$ cat config.mk
export PLATFORM = sky130hd
export DESIGN_NAME = preemptive_priority_scheduler_flat
export DESIGN_NICKNAME = d
export VERILOG_FILES = /design/src/sv/pps_pkg.sv /design/src/sv/pps_in_if.sv /design/src/sv/pps_out_if.sv /design/src/sv/preemptive_priority_scheduler.sv /design/src/sv/pps_ctrl.sv /design/src/sv/pps_dp.sv /design/src/flat_wrapper.sv
export SDC_FILE = /design/constraint.sdc
export NUM_CORES = 1
export LEC_CHECK = 0
export BUFFER_PORTS_ARGS = -buffer_cell sky130_fd_sc_hd__buf_2
export CAP_MARGIN = 0
export CORE_MARGIN = 3
export CORE_UTILIZATION = 45
export DETAILED_ROUTE_END_ITERATION = 10
export HOLD_SLACK_MARGIN = 0.02
export PLACE_DENSITY = 0.58
export SYNTH_ARGS = -nofsm -noshare
export SYNTH_HDL_FRONTEND = slang
export SYNTH_SLANG_ARGS = --single-unit
$ cat constraint.sdc
create_clock -name clk_i -period 14.9 [get_ports clk_i]
set_clock_uncertainty 0.2 [all_clocks]
set_input_delay 0 -clock clk_i [delete_from_list [all_inputs] [get_ports clk_i]]
set_output_delay 0 -clock clk_i [all_outputs]
set_load 0.01 [all_outputs]
$ cat src/sv/pps_pkg.sv
`timescale 1ns / 1ps
// ----------------------------------------------------------------------------
// pps_pkg
// Types, constants and codes shared by the priority scheduler modules.
// ----------------------------------------------------------------------------
package pps_pkg;

  // Table size and derived widths
  localparam int MAX_TASKS = 16;
  localparam int IDX_W     = (MAX_TASKS > 1) ? $clog2(MAX_TASKS) : 1;
  localparam int CNT_W     = $clog2(MAX_TASKS + 1);

  // Fixed field widths
  localparam int ACT_W  = 2;
  localparam int SLOT_W = 4;
  localparam int TIME_W = 16;
  localparam int PRIO_W = 8;

  localparam logic [TIME_W-1:0] TIME_MAX = '1;

  // Action codes
  localparam logic [ACT_W-1:0] ACT_LOAD  = 2'd0;
  localparam logic [ACT_W-1:0] ACT_TICK  = 2'd1;
  localparam logic [ACT_W-1:0] ACT_CLEAR = 2'd2;

  typedef logic [IDX_W-1:0] idx_t;
  typedef logic [CNT_W-1:0] cnt_t;

  // One task table entry
  typedef struct packed {
    logic [TIME_W-1:0] arrival;
    logic [TIME_W-1:0] burst;
    logic [TIME_W-1:0] remaining;
    logic [PRIO_W-1:0] prio;
  } entry_t;

  // Controller to datapath
  typedef struct packed {
    logic load;
    logic tick;
    logic clear;
    logic rd_en;
    idx_t rd_addr;
    logic cmp_en;
    logic update;
    logic out_load;
  } cmd_t;

  // Datapath to controller
  typedef struct packed {
    logic all_done;
    logic out_free;
  } status_t;

  // Result payload
  typedef struct packed {
    logic [SLOT_W-1:0] run_slot;
    logic              idle;
    logic [TIME_W-1:0] tick_time;
    logic              finished;
    logic [TIME_W-1:0] finish_time;
    logic [TIME_W-1:0] turnaround;
    logic [TIME_W-1:0] waiting;
    logic              all_done;
  } out_t;

  typedef enum logic [1:0] {
    ST_IDLE,
    ST_SCAN,
    ST_UPD,
    ST_RES
  } state_e;

endpackage

$ cat src/sv/pps_in_if.sv
`timescale 1ns / 1ps
// ----------------------------------------------------------------------------
// pps_in_if
// Command channel: load, tick and clear transactions.
// ----------------------------------------------------------------------------
interface pps_in_if;
  logic                         valid;
  logic                         ready;
  logic [pps_pkg::ACT_W-1:0]    action;
  logic [pps_pkg::SLOT_W-1:0]   slot;
  logic [pps_pkg::TIME_W-1:0]   arrival;
  logic [pps_pkg::TIME_W-1:0]   burst;
  logic [pps_pkg::PRIO_W-1:0]   prio;

  modport source (output valid, action, slot, arrival, burst, prio, input ready);
  modport sink   (input valid, action, slot, arrival, burst, prio, output ready);
endinterface

$ cat src/sv/pps_out_if.sv
`timescale 1ns / 1ps
// ----------------------------------------------------------------------------
// pps_out_if
// Result channel: one transaction per tick.
// ----------------------------------------------------------------------------
interface pps_out_if;
  logic                         valid;
  logic                         ready;
  logic [pps_pkg::SLOT_W-1:0]   run_slot;
  logic                         idle;
  logic [pps_pkg::TIME_W-1:0]   tick_time;
  logic                         finished;
  logic [pps_pkg::TIME_W-1:0]   finish_time;
  logic [pps_pkg::TIME_W-1:0]   turnaround;
  logic [pps_pkg::TIME_W-1:0]   waiting;
  logic                         all_done;

  modport source (output valid, run_slot, idle, tick_time, finished, finish_time,
                  turnaround, waiting, all_done, input ready);
  modport sink   (input valid, run_slot, idle, tick_time, finished, finish_time,
                  turnaround, waiting, all_done, output ready);
endinterface

$ cat src/sv/preemptive_priority_scheduler.sv
`timescale 1ns / 1ps
// ----------------------------------------------------------------------------
// preemptive_priority_scheduler
// Priority scheduler over a table of task slots, one time unit per tick.
// ----------------------------------------------------------------------------
// Usage:
//   in_i carries load, tick and clear transactions; out_o carries one result
//   transaction per tick and none for load, clear or the unused action code.
//   Load and clear are applied as they are accepted. For a tick the table
//   memory has one read port and the scan reads one slot per cycle, then an
//   update state updates the winner and a result state loads the result
//   register. A tick that finds every loaded task done skips the scan and
//   the update and goes straight to loading the result register.
//   Results leave through an output register, so the next command is taken
//   while a result still waits. If the receiver stalls, a following tick
//   finishes its scan and then holds in place until the register frees up.
//   After reset the table is empty, time is zero and no result is pending;
//   no memory clearing pass is needed since per-slot valid flags are reset.
// ----------------------------------------------------------------------------
module preemptive_priority_scheduler (
  input logic     clk_i,
  input logic     rst_ni,
  pps_in_if.sink  in_i,
  pps_out_if.source out_o
);

  pps_pkg::cmd_t    cmd;
  pps_pkg::status_t status;
  pps_pkg::out_t    res;
  logic             res_valid;
  logic             in_ready;

  pps_ctrl u_ctrl (
    .clk_i      (clk_i),
    .rst_ni     (rst_ni),
    .in_valid_i (in_i.valid),
    .action_i   (in_i.action),
    .status_i   (status),
    .in_ready_o (in_ready),
    .cmd_o      (cmd)
  );

  pps_dp u_dp (
    .clk_i       (clk_i),
    .rst_ni      (rst_ni),
    .slot_i      (in_i.slot),
    .arrival_i   (in_i.arrival),
    .burst_i     (in_i.burst),
    .prio_i      (in_i.prio),
    .cmd_i       (cmd),
    .out_ready_i (out_o.ready),
    .status_o    (status),
    .out_valid_o (res_valid),
    .out_o       (res)
  );

  // Channel wiring
  assign in_i.ready        = in_ready;
  assign out_o.valid       = res_valid;
  assign out_o.run_slot    = res.run_slot;
  assign out_o.idle        = res.idle;
  assign out_o.tick_time   = res.tick_time;
  assign out_o.finished    = res.finished;
  assign out_o.finish_time = res.finish_time;
  assign out_o.turnaround  = res.turnaround;
  assign out_o.waiting     = res.waiting;
  assign out_o.all_done    = res.all_done;

endmodule

$ cat src/sv/pps_ctrl.sv
`timescale 1ns / 1ps
// ----------------------------------------------------------------------------
// pps_ctrl
// Sequencer: accepts commands; for a tick it walks the task table and updates
// the winner, or skips both when every loaded task is done, then hands the result to the output register.
// ----------------------------------------------------------------------------
module pps_ctrl (
  input  logic                      clk_i,
  input  logic                      rst_ni,
  input  logic                      in_valid_i,
  input  logic [pps_pkg::ACT_W-1:0] action_i,
  input  pps_pkg::status_t          status_i,
  output logic                      in_ready_o,
  output pps_pkg::cmd_t             cmd_o
);

  pps_pkg::state_e state_q, state_d;
  pps_pkg::cnt_t   cnt_q, cnt_d;

  // State and scan counter
  always_ff @(posedge clk_i or negedge rst_ni) begin
    if (!rst_ni) begin
      state_q <= pps_pkg::ST_IDLE;
      cnt_q   <= '0;
    end else begin
      state_q <= state_d;
      cnt_q   <= cnt_d;
    end
  end

  // Next state and commands
  always_comb begin
    state_d       = state_q;
    cnt_d         = cnt_q;
    in_ready_o    = 1'b0;
    cmd_o         = '0;
    cmd_o.rd_addr = cnt_q[pps_pkg::IDX_W-1:0];
    case (state_q)
      pps_pkg::ST_IDLE: begin
        in_ready_o = 1'b1;
        cnt_d      = '0;
        if (in_valid_i) begin
          case (action_i)
            pps_pkg::ACT_LOAD: begin
              cmd_o.load = 1'b1;
            end
            pps_pkg::ACT_TICK: begin
              cmd_o.tick = 1'b1;
              state_d    = status_i.all_done ? pps_pkg::ST_RES : pps_pkg::ST_SCAN;
            end
            pps_pkg::ACT_CLEAR: begin
              cmd_o.clear = 1'b1;
            end
            default: begin
            end
          endcase
        end
      end
      pps_pkg::ST_SCAN: begin
        // read slot cnt, compare the slot read in the previous cycle
        cmd_o.rd_en  = (cnt_q != pps_pkg::cnt_t'(pps_pkg::MAX_TASKS));
        cmd_o.cmp_en = (cnt_q != '0);
        cnt_d        = cnt_q + pps_pkg::cnt_t'(1);
        if (cnt_q == pps_pkg::cnt_t'(pps_pkg::MAX_TASKS)) begin
          state_d = pps_pkg::ST_UPD;
        end
      end
      pps_pkg::ST_UPD: begin
        cmd_o.update = 1'b1;
        state_d      = pps_pkg::ST_RES;
      end
      pps_pkg::ST_RES: begin
        if (status_i.out_free) begin
          cmd_o.out_load = 1'b1;
          state_d        = pps_pkg::ST_IDLE;
        end
      end
      default: begin
        state_d = pps_pkg::ST_IDLE;
      end
    endcase
  end

endmodule

$ cat src/sv/pps_dp.sv
`timescale 1ns / 1ps
// ----------------------------------------------------------------------------
// pps_dp
// Datapath: task table memory, valid and done flags, counters, time,
// best-candidate registers and the output register.
// ----------------------------------------------------------------------------
module pps_dp (
  input  logic                       clk_i,
  input  logic                       rst_ni,
  input  logic [pps_pkg::SLOT_W-1:0] slot_i,
  input  logic [pps_pkg::TIME_W-1:0] arrival_i,
  input  logic [pps_pkg::TIME_W-1:0] burst_i,
  input  logic [pps_pkg::PRIO_W-1:0] prio_i,
  input  pps_pkg::cmd_t              cmd_i,
  input  logic                       out_ready_i,
  output pps_pkg::status_t           status_o,
  output logic                       out_valid_o,
  output pps_pkg::out_t              out_o
);

  // Task table, no reset: only valid slots are ever used
  pps_pkg::entry_t mem [pps_pkg::MAX_TASKS];

  logic [pps_pkg::MAX_TASKS-1:0] valid_q;
  logic [pps_pkg::MAX_TASKS-1:0] done_q;
  pps_pkg::cnt_t                 loaded_q;
  pps_pkg::cnt_t                 done_cnt_q;
  logic [pps_pkg::TIME_W-1:0]    time_q;
  logic                          found_q;
  logic                          out_valid_q;

  pps_pkg::idx_t                 rd_idx_q;
  pps_pkg::entry_t               rd_q;
  pps_pkg::idx_t                 best_idx_q;
  pps_pkg::entry_t               best_q;
  logic [pps_pkg::TIME_W-1:0]    tick_time_q;
  logic                          all_done_q;
  logic                          finished_q;
  logic [pps_pkg::TIME_W-1:0]    fin_q;
  logic [pps_pkg::TIME_W-1:0]    tat_q;
  pps_pkg::out_t                 out_q;

  logic                          load_ok;
  pps_pkg::idx_t                 load_idx;
  logic                          upd_run;
  logic                          mem_we;
  pps_pkg::idx_t                 mem_waddr;
  pps_pkg::entry_t               mem_wdata;
  pps_pkg::entry_t               dec_entry;
  logic [pps_pkg::TIME_W-1:0]    time_next;
  logic                          elig;
  logic                          better;
  logic                          last_unit;
  pps_pkg::out_t                 res;

  // Load qualification and write port select
  always_comb begin
    load_ok   = cmd_i.load && (burst_i != '0) && (32'(slot_i) < pps_pkg::MAX_TASKS);
    load_idx  = pps_pkg::idx_t'(slot_i);
    upd_run   = cmd_i.update && found_q;
    dec_entry = best_q;
    dec_entry.remaining = best_q.remaining - 16'd1;
    last_unit = (best_q.remaining == 16'd1);
    mem_we    = load_ok || upd_run;
    mem_waddr = load_ok ? load_idx : best_idx_q;
    mem_wdata = load_ok ? {arrival_i, burst_i, burst_i, prio_i} : dec_entry;
    time_next = (time_q == pps_pkg::TIME_MAX) ? time_q : time_q + 16'd1;
  end

  // Table memory: one write port, one registered read port
  always_ff @(posedge clk_i) begin
    if (mem_we) begin
      mem[mem_waddr] <= mem_wdata;
    end
    if (cmd_i.rd_en) begin
      rd_q     <= mem[cmd_i.rd_addr];
      rd_idx_q <= cmd_i.rd_addr;
    end
  end

  // Candidate compare: strict compares keep the lower slot on full ties
  always_comb begin
    elig   = valid_q[rd_idx_q] && !done_q[rd_idx_q] && (rd_q.arrival <= time_q);
    better = !found_q || (rd_q.prio < best_q.prio) ||
             ((rd_q.prio == best_q.prio) && (rd_q.arrival < best_q.arrival));
  end

  // Control state: flags, counters, time
  always_ff @(posedge clk_i or negedge rst_ni) begin
    if (!rst_ni) begin
      valid_q     <= '0;
      done_q      <= '0;
      loaded_q    <= '0;
      done_cnt_q  <= '0;
      time_q      <= '0;
      found_q     <= 1'b0;
      out_valid_q <= 1'b0;
    end else begin
      if (cmd_i.clear) begin
        valid_q    <= '0;
        done_q     <= '0;
        loaded_q   <= '0;
        done_cnt_q <= '0;
        time_q     <= '0;
      end
      if (load_ok) begin
        valid_q[load_idx] <= 1'b1;
        done_q[load_idx]  <= 1'b0;
        if (!valid_q[load_idx]) begin
          loaded_q <= loaded_q + pps_pkg::cnt_t'(1);
        end else if (done_q[load_idx] && (done_cnt_q != '0)) begin
          done_cnt_q <= done_cnt_q - pps_pkg::cnt_t'(1);
        end
      end
      if (cmd_i.tick) begin
        found_q <= 1'b0;
      end
      if (cmd_i.cmp_en && elig && better) begin
        found_q <= 1'b1;
      end
      if (cmd_i.update) begin
        time_q <= time_next;
        if (upd_run && last_unit) begin
          done_q[best_idx_q] <= 1'b1;
          done_cnt_q         <= done_cnt_q + pps_pkg::cnt_t'(1);
        end
      end
      // output register handshake
      if (cmd_i.out_load) begin
        out_valid_q <= 1'b1;
      end else if (out_ready_i) begin
        out_valid_q <= 1'b0;
      end
    end
  end

  // Payload registers
  always_ff @(posedge clk_i) begin
    if (cmd_i.tick) begin
      tick_time_q <= time_q;
      all_done_q  <= (done_cnt_q >= loaded_q);
    end
    if (cmd_i.cmp_en && elig && better) begin
      best_idx_q <= rd_idx_q;
      best_q     <= rd_q;
    end
    if (cmd_i.update) begin
      finished_q <= found_q && last_unit;
      fin_q      <= time_next;
      tat_q      <= time_next - best_q.arrival;
    end
    if (cmd_i.out_load) begin
      out_q <= res;
    end
  end

  // Result assembly
  always_comb begin
    res           = '0;
    res.tick_time = tick_time_q;
    if (all_done_q) begin
      res.idle     = 1'b1;
      res.all_done = 1'b1;
    end else if (!found_q) begin
      res.idle = 1'b1;
    end else begin
      res.run_slot = pps_pkg::SLOT_W'(best_idx_q);
      if (finished_q) begin
        res.finished    = 1'b1;
        res.finish_time = fin_q;
        res.turnaround  = tat_q;
        res.waiting     = (tat_q > best_q.burst) ? tat_q - best_q.burst : '0;
      end
    end
  end

  assign status_o.all_done = (done_cnt_q >= loaded_q);
  assign status_o.out_free = !out_valid_q || out_ready_i;
  assign out_valid_o       = out_valid_q;
  assign out_o             = out_q;

  // Bookkeeping invariants
  a_loaded_count: assert property (@(posedge clk_i) disable iff (!rst_ni)
    32'(loaded_q) == $countones(valid_q))
    else $error("loaded count differs from valid slots");

  a_done_count: assert property (@(posedge clk_i) disable iff (!rst_ni)
    32'(done_cnt_q) == $countones(done_q))
    else $error("done count differs from done slots");

  a_done_subset: assert property (@(posedge clk_i) disable iff (!rst_ni)
    (done_q & ~valid_q) == '0)
    else $error("done flag on an empty slot");

  a_no_overwrite: assert property (@(posedge clk_i) disable iff (!rst_ni)
    cmd_i.out_load |-> (!out_valid_q || out_ready_i))
    else $error("result register overwritten while held");

endmodule
$ cat src/flat_wrapper.sv
// flat-port wrapper written by rule: the top's interface ports become plain ports
module preemptive_priority_scheduler_flat 
  (clk_i, rst_ni, in_i_valid, in_i_action, in_i_slot, in_i_arrival, in_i_burst, in_i_prio, in_i_ready, out_o_valid, out_o_run_slot, out_o_idle, out_o_tick_time, out_o_finished, out_o_finish_time, out_o_turnaround, out_o_waiting, out_o_all_done, out_o_ready);
  pps_in_if in_i_i ();
  pps_out_if out_o_i ();
  input logic clk_i;
  input logic rst_ni;
  input wire logic [$bits(in_i_i.valid)-1:0] in_i_valid;
  input wire logic [$bits(in_i_i.action)-1:0] in_i_action;
  input wire logic [$bits(in_i_i.slot)-1:0] in_i_slot;
  input wire logic [$bits(in_i_i.arrival)-1:0] in_i_arrival;
  input wire logic [$bits(in_i_i.burst)-1:0] in_i_burst;
  input wire logic [$bits(in_i_i.prio)-1:0] in_i_prio;
  output wire logic [$bits(in_i_i.ready)-1:0] in_i_ready;
  output wire logic [$bits(out_o_i.valid)-1:0] out_o_valid;
  output wire logic [$bits(out_o_i.run_slot)-1:0] out_o_run_slot;
  output wire logic [$bits(out_o_i.idle)-1:0] out_o_idle;
  output wire logic [$bits(out_o_i.tick_time)-1:0] out_o_tick_time;
  output wire logic [$bits(out_o_i.finished)-1:0] out_o_finished;
  output wire logic [$bits(out_o_i.finish_time)-1:0] out_o_finish_time;
  output wire logic [$bits(out_o_i.turnaround)-1:0] out_o_turnaround;
  output wire logic [$bits(out_o_i.waiting)-1:0] out_o_waiting;
  output wire logic [$bits(out_o_i.all_done)-1:0] out_o_all_done;
  input wire logic [$bits(out_o_i.ready)-1:0] out_o_ready;
  assign in_i_i.valid = in_i_valid;
  assign in_i_i.action = in_i_action;
  assign in_i_i.slot = in_i_slot;
  assign in_i_i.arrival = in_i_arrival;
  assign in_i_i.burst = in_i_burst;
  assign in_i_i.prio = in_i_prio;
  assign in_i_ready = in_i_i.ready;
  assign out_o_valid = out_o_i.valid;
  assign out_o_run_slot = out_o_i.run_slot;
  assign out_o_idle = out_o_i.idle;
  assign out_o_tick_time = out_o_i.tick_time;
  assign out_o_finished = out_o_i.finished;
  assign out_o_finish_time = out_o_i.finish_time;
  assign out_o_turnaround = out_o_i.turnaround;
  assign out_o_waiting = out_o_i.waiting;
  assign out_o_all_done = out_o_i.all_done;
  assign out_o_i.ready = out_o_ready;
  preemptive_priority_scheduler u_core (.clk_i(clk_i), .rst_ni(rst_ni), .in_i(in_i_i), .out_o(out_o_i));
endmodule
* After elaboration in Yosys (flattened, before gate mapping)
Memory sizes are Yosys's and may differ from the RTL's. A register that Yosys moved wholly into a read port is not among the register bits.
Cells that the tools add are included.
** Word-level totals
- Output and inout port bits :: 73
- Memories :: 1
- Logic and storage cells :: 160
- Bits of input ports :: 50
- RAM bits :: 896
- Register bits after elaboration :: 252
** Cells by class
- $add $sub $neg :: 8
- Reduce and logical (&&, ||, !) cells :: 32
- Bitwise operators :: 7
- Order comparisons :: 10
- Equal/unequal tests :: 14
- Multiplexer cells :: 60
** Memories
- u_core.u_dp.mem :: depth 16, width 56, read ports 1, clocked after Yosys merged registers in 1, wr ports 1, RTL line pps_dp.sv:22 : pps_pkg::entry_t mem [pps_pkg::MAX_TASKS];
** Operators by type and width (count)
- 16-bit two-way mux :: 10
- 56-bit two-way mux :: 1
- 49-bit two-way mux :: 1
- 5-bit two-way mux :: 9
- 16-bit OR :: 2
- 16-bit subtractor :: 2
- 1-bit two-way mux :: 23
- 16-bit by 1-bit adder with 16-bit output (second input constant) :: 1
- 16-bit AND :: 1
- 1-bit binary-select mux with 4-bit select :: 4
- 16-bit by 1-bit equality test with 1-bit output (second input constant) :: 1
- 16-bit equality test (second input constant) :: 1
- 16-bit greater-than comparator :: 1
- 16-bit <= comparator :: 1
- 16-bit < comparator :: 1
- 16-bit NOT :: 1
- 16-bit nonzero test :: 1
- 16-bit by 1-bit subtractor with 16-bit output (second input constant) :: 1
- 5-bit by 1-bit adder with 5-bit output (second input constant) :: 3
- 4-bit by 5-bit < comparator with 1-bit output (second input constant) :: 3
- 1-bit logical AND :: 12
- 2-bit two-way mux :: 5
- 5-bit one-hot mux with 2 select lines :: 1
- 5-bit nonzero test :: 2
- 24 further kinds :: 43

* Longest topological paths before layout
- Word-level depth :: 10
- Gate-level depth with buffers :: 15
- Depth with buffers taken out :: 14

* By module
Synthesis repeated with hierarchy kept, for this count alone.
** Second synthesis, totals
- Cell total of the unflattened synthesis :: 2500
- Area, all modules :: 48510.3 µm²
** By module, submodules not included
- pps_dp :: times used 1, area an instance 48009.8 µm², cells an instance 2451, seq. area each 35644.2 µm²
- pps_ctrl :: times used 1, area an instance 500.5 µm², cells an instance 49, seq. area each 175.2 µm²

* Worst setup path after synthesis
No wires, ideal clock.
- Path type :: reg2reg
- Start :: reg u_core.u_ctrl.cnt_q[1]
- End :: reg u_core.u_dp.best_idx_q[0] (enable)
- Stages on the path, launching flop included :: 9
- Library setup time :: 803 ps
- Path buffers :: 3
- Arrival time :: 11119 ps
- Required time :: 13897 ps
- Setup slack :: 2778 ps
- Clock period less this slack :: 12122 ps
- Cell sequence :: dfrtp_1 clkbuf_1 clkbuf_1 clkbuf_1 inv_1 ha_1 nand2_1 o21ai_0 a2111oi_0
** Between the ends
- Longest elaborated chain between the ends :: 4
** Ends and longest elaborated chain
- start, declared :: RTL line pps_ctrl.sv:18 : pps_pkg::cnt_t cnt_q, cnt_d;
- start signal, assigned :: RTL line pps_ctrl.sv:27 : cnt_q <= cnt_d;
- 5-bit nonzero test :: RTL line pps_ctrl.sv:62 : cmd_o.cmp_en = (cnt_q != '0);
- 1-bit two-way mux :: RTL line pps_ctrl.sv:38 : case (state_q)
- 1-bit logical AND (2 in a row) :: RTL line pps_dp.sv:143 : if (cmd_i.cmp_en && elig && better) begin
- end signal, assigned :: RTL line pps_dp.sv:144 : best_idx_q <= rd_idx_q;
- end, declared :: RTL line pps_dp.sv:34 : pps_pkg::idx_t best_idx_q;
No other way between the ends.
A chain may end at the register's enable or synchronous reset.

* Worst setup path in the final report
- Start :: reg u_core.u_ctrl.state_q[1]
- End :: mem u_core.u_dp.mem[3][3] in the netlist's numbering (enable)
** Between the ends
- Longest elaborated chain between the ends :: 6
- Elaborated cells between the ends (all ways) :: 10
- Those cells by class :: eq/ne: 1; mux: 5; reduce/logical: 4
** Ends and longest elaborated chain
- start, declared :: RTL line pps_ctrl.sv:17 : pps_pkg::state_e state_q, state_d;
- start signal, assigned :: RTL line pps_ctrl.sv:23 : state_q <= pps_pkg::ST_IDLE;
- start signal, assigned :: RTL line pps_ctrl.sv:26 : state_q <= state_d;
- 2-bit equality test / 2-bit logical NOT (equally long branches) :: RTL line pps_ctrl.sv:38
- 1-bit two-way mux / 3-bit two-way mux (equally long branches) :: RTL line pps_ctrl.sv:38
- 1-bit logical AND (on tied branches) :: RTL line pps_dp.sv:60, pps_dp.sv:58
- 1-bit logical OR :: RTL line pps_dp.sv:64 : mem_we = load_ok || upd_run;
- 1-bit two-way mux :: RTL line pps_dp.sv:72 : if (mem_we) begin
- 1-bit two-way mux (implied by the code) :: RTL line pps_dp.sv:73 : mem[mem_waddr] <= mem_wdata;
- end, declared :: RTL line pps_dp.sv:22
Several ways; a longest one is shown, not always the timed one.

==> summary.md <==
| Metric | Value |
|---|---|
| Status | `finished, violations left` |
| Failing checks | `negative hold slack` |
| RSZ-0062 raised after global routing | `false` |
| Reg clk slew, reported paths | `60 ps` |
| Vias in the first global route | `25268` |
| Clock latency on the worst-skew pair | `690 ps` |
| Hold Fails Final Rpt | `16` |
| Placeable Area | `0.106 sq mm` |
| Max_slew headroom | `13.6%` |
| Number of max-cap violations | `0` |
| Routed vias | `24563` |
| Synthesized instance count | `2479` |
| Post-route ant nets | `0` |
| Critical path endpoint category | `register` |
| Seq/Total Area, Yosys | `74.3%` |
| Avg Inst Size Synth | `19.5 sq um` |
| Initial Util | `45.6%` |
| Commonest non-fill, non-tap cell in the layout | `edfxtp_1` |
| WP data arrival | `5320 ps` |
| Layout fillers | `8291` |
| Design Area, Final | `0.0552 sq mm` |
| Syn Std Cell Area | `0.0482 sq mm` |
| Final setup viols | `0` |
| CTS Root Cell | `clkbuf_16` |
| PwrDens | `167 mW/mm^2` |
| Fraction of layout cells with a size suffix above 1 | `23.8%` |
| Slew @ Worst Pin | `1300 ps` |
| Row count | `119` |
| Num ports | `123` |
| Die height | `333 um` |
| Peak VDD IR | `109 uV` |
| Metal3 WL | `6900 um` |
| H-tree depth | `3` |
| HPWL after detailed placement | `67400 um` |
| Top sig layer | `met4` |
| Most frequent cells in the layout | `1137 x edfxtp_1, 290 x mux4_2, 122 x clkbuf_16, 122 x buf_2, 112 x nand2_1` |
| Max-slew violation count | `0` |
| Yosys cell types | `69` |
| Hold_ws | `-22.5 ps` |
| Synthesis-to-layout area growth | `14.4%` |
| 1st-pass router iterations | `5` |
| Leakage | `18.1 nW` |
| Die width | `333 um` |
| Worst Hold Class | `in2reg` |
| Total CTS buffers | `120` |
| Post-Route Utilization | `52.1%` |
| Mapped Nets | `2618` |
| Grt ovf | `0` |
| Fin nets | `2866` |
| CP startpoint kind | `register` |
| DP Area | `0.0508 sq mm` |
| Clock tree buffer depth | `3` |
| Postcts setup bufs | `0` |
| Initial antenna violation count | `6` |
| First-pass GRT wire length | `171000 um` |
| Dpl ws | `9680 ps` |
| Final min period | `5200 ps` |
| Crit path cell chain | `inv_1 > ha_1 > nor2b_1 > and2_1 > and2_4 > buf_4 > a21oi_1 > nor2_4 > buf_4` |
| Post-route clock period utilization | `34.9%` |
| Largest stage delay, worst path | `770 ps` |
| Multi-input gate area | `0.0118 sq mm` |
| WL met1 | `49100 um` |
| Yosys reg bits | `1204` |
| DRC viols | `0` |
| CTS tree | `yes` |
| Number of DRC markers in iteration 0 | `2642` |
| DR vias/cell | `5.82` |
| TNS Setup | `0 ps` |
| Register area | `0.0358 sq mm` |
| Met2 WL post-DR | `55500 um` |
| Post-synth EDFFs | `1137` |
| Gr usage total | `20.9%` |
| IO Port Bufs | `122` |
| Final setup margin | `9700 ps` |
| Critical Path RT | `15020 ps` |
| Critical path class | `reg2reg` |
| Fmax | `0.192 GHz` |
| Crit-path slowest cell | `nor2_4` |
| Max Fanout on Critical Path | `64` |
| Wirelength per Cell | `27.2 um` |
| Gp weighted congestion | `0.902` |
| FFs w/ async S/R, synth | `5.56%` |
| Die Area | `0.111 sq mm` |
| Crit path top cell by count | `buf_4` |
| CTS Sinks | `1204` |
| Largest net degree at the start of global routing | `103` |
| WL final | `115000 um` |
| Most used DFF post-synth | `edfxtp_1` |
| Ys Warns | `0` |
## per-stage QoR
| step | hold slack (ps) | power, mW | cells |
|---|---|---|---|
| 4_1_cts | 21.1 | 9.34 | 4215 |
| 3_5_place_dp | 78.2 | 6.37 | 3940 |
| 2_1_floorplan | -496 | 5.73 | 2479 |
| 5_1_grt | 21.2 | 9.65 | 4218 |
| 6_report | -22.5 | 9.24 | 4219 |
| 3_3_place_gp | 82.5 | 6.33 | 3940 |
## flip-flops by register name (all words and copies together) (netlist names), 16 cells and up
register	count
u_core.u_dp.mem	896
u_core.u_dp.best_q	56
u_core.u_dp.out_o	71
u_core.u_dp.done_q	16
u_core.u_dp.time_q	16
u_core.u_dp.fin_q	16
u_core.u_dp.valid_q	16
u_core.u_dp.tat_q	16
u_core.u_dp.rd_q	56
u_core.u_dp.tick_time_q	16
## layer usage
| layer | up-vias | GRT usage, % |
|---|---|---|
| met5 | - | 0 |
| met4 | 0 | 6.29 |
| met3 | 174 | 2.91 |
| met2 | 830 | 33.9 |
| met1 | 12980 | 29.7 |
| li1 | 10579 | - |
## cell families (layout without fill, tap and decap cells)
kind of cell	Yosys count	in the layout	synth area share, %
AOI/OAI and AO/OA	269	269	3.49
DFF	1204	1204	74.3
and+or+nand+nor	382	382	3.88
muxes	295	295	13.7
adders and majority gates	89	89	2.34
buffers and inverters	195	543	1.55
xor gates and xnor gates	45	45	0.817
other	0	1	0
## where the power goes
| part | internal, mW | leakage [nW] | switching [mW] |
|---|---|---|---|
| Combinational | 0.881 | 5.08 | 1.05 |
| Sequential | 4.13 | 11.2 | 0.241 |
| Clock | 1.69 | 1.86 | 1.26 |
| Total | 6.69 | 18.1 | 2.54 |
## worst max-delay path, delay by kind of cell (launching register included)
family / cells / cell delay [ps]
buf+inv: 3 / 1610
flops: 1 / 410
fa+ha+maj: 1 / 370
simple gates: 4 / 1690
compound gates: 1 / 460
## cell type report
type | instances | area share, %
sequential | 1204 | 65.0
timing repair buffer | 233 | 2.89
inverter | 88 | 0.599
clock buffer | 142 | 5.67
multi-input combinational | 1080 | 21.4
antenna | 1 | 0.00454
clock inverter | 80 | 1.29
tap | 1391 | 3.15
## synth_stat cells, drive strengths merged (26+ instances only)
cell / count / area [sq um]
nand2: 112 / 420
xnor2: 32 / 280
dfrtp: 67 / 1680
mux4: 291 / 6560
buf: 34 / 141
nor3: 26 / 135
inv: 88 / 330
ha: 87 / 1090
a21oi: 44 / 220
edfxtp: 1137 / 34100
and3: 40 / 250
o21ai: 110 / 551
nor2: 85 / 322
clkbuf: 73 / 274
## path summary, 6_finish.rpt
| path | cells after the start | to | slack [ps] | from |
|---|---|---|---|---|
| max | 9 | u_core.u_dp.mem[3][3] | 9700 | u_core.u_ctrl.state_q[1] |
| min | 3 | u_core.u_dp.mem[8][34] | -20 | in_i_burst[10] |
| max reg2reg | 9 | u_core.u_dp.mem[3][3] | 9700 | u_core.u_ctrl.state_q[1] |
| min reg2reg | 0 | u_core.u_dp.best_q[13] | 210 | u_core.u_dp.rd_q[13] |
| max in group asynchronous | 4 | u_core.u_ctrl.cnt_q[3] | 13330 | rst_ni |
| min in group asynchronous | 4 | u_core.u_dp.loaded_q[2] | 390 | rst_ni |
## what timing repair did
item                                   CTS  global route
resized for setup                        0             0
endpoints found under the hold margin  786            48
hold buffers                            53             2
Note: power is estimated with default switching activity, not from simulation.
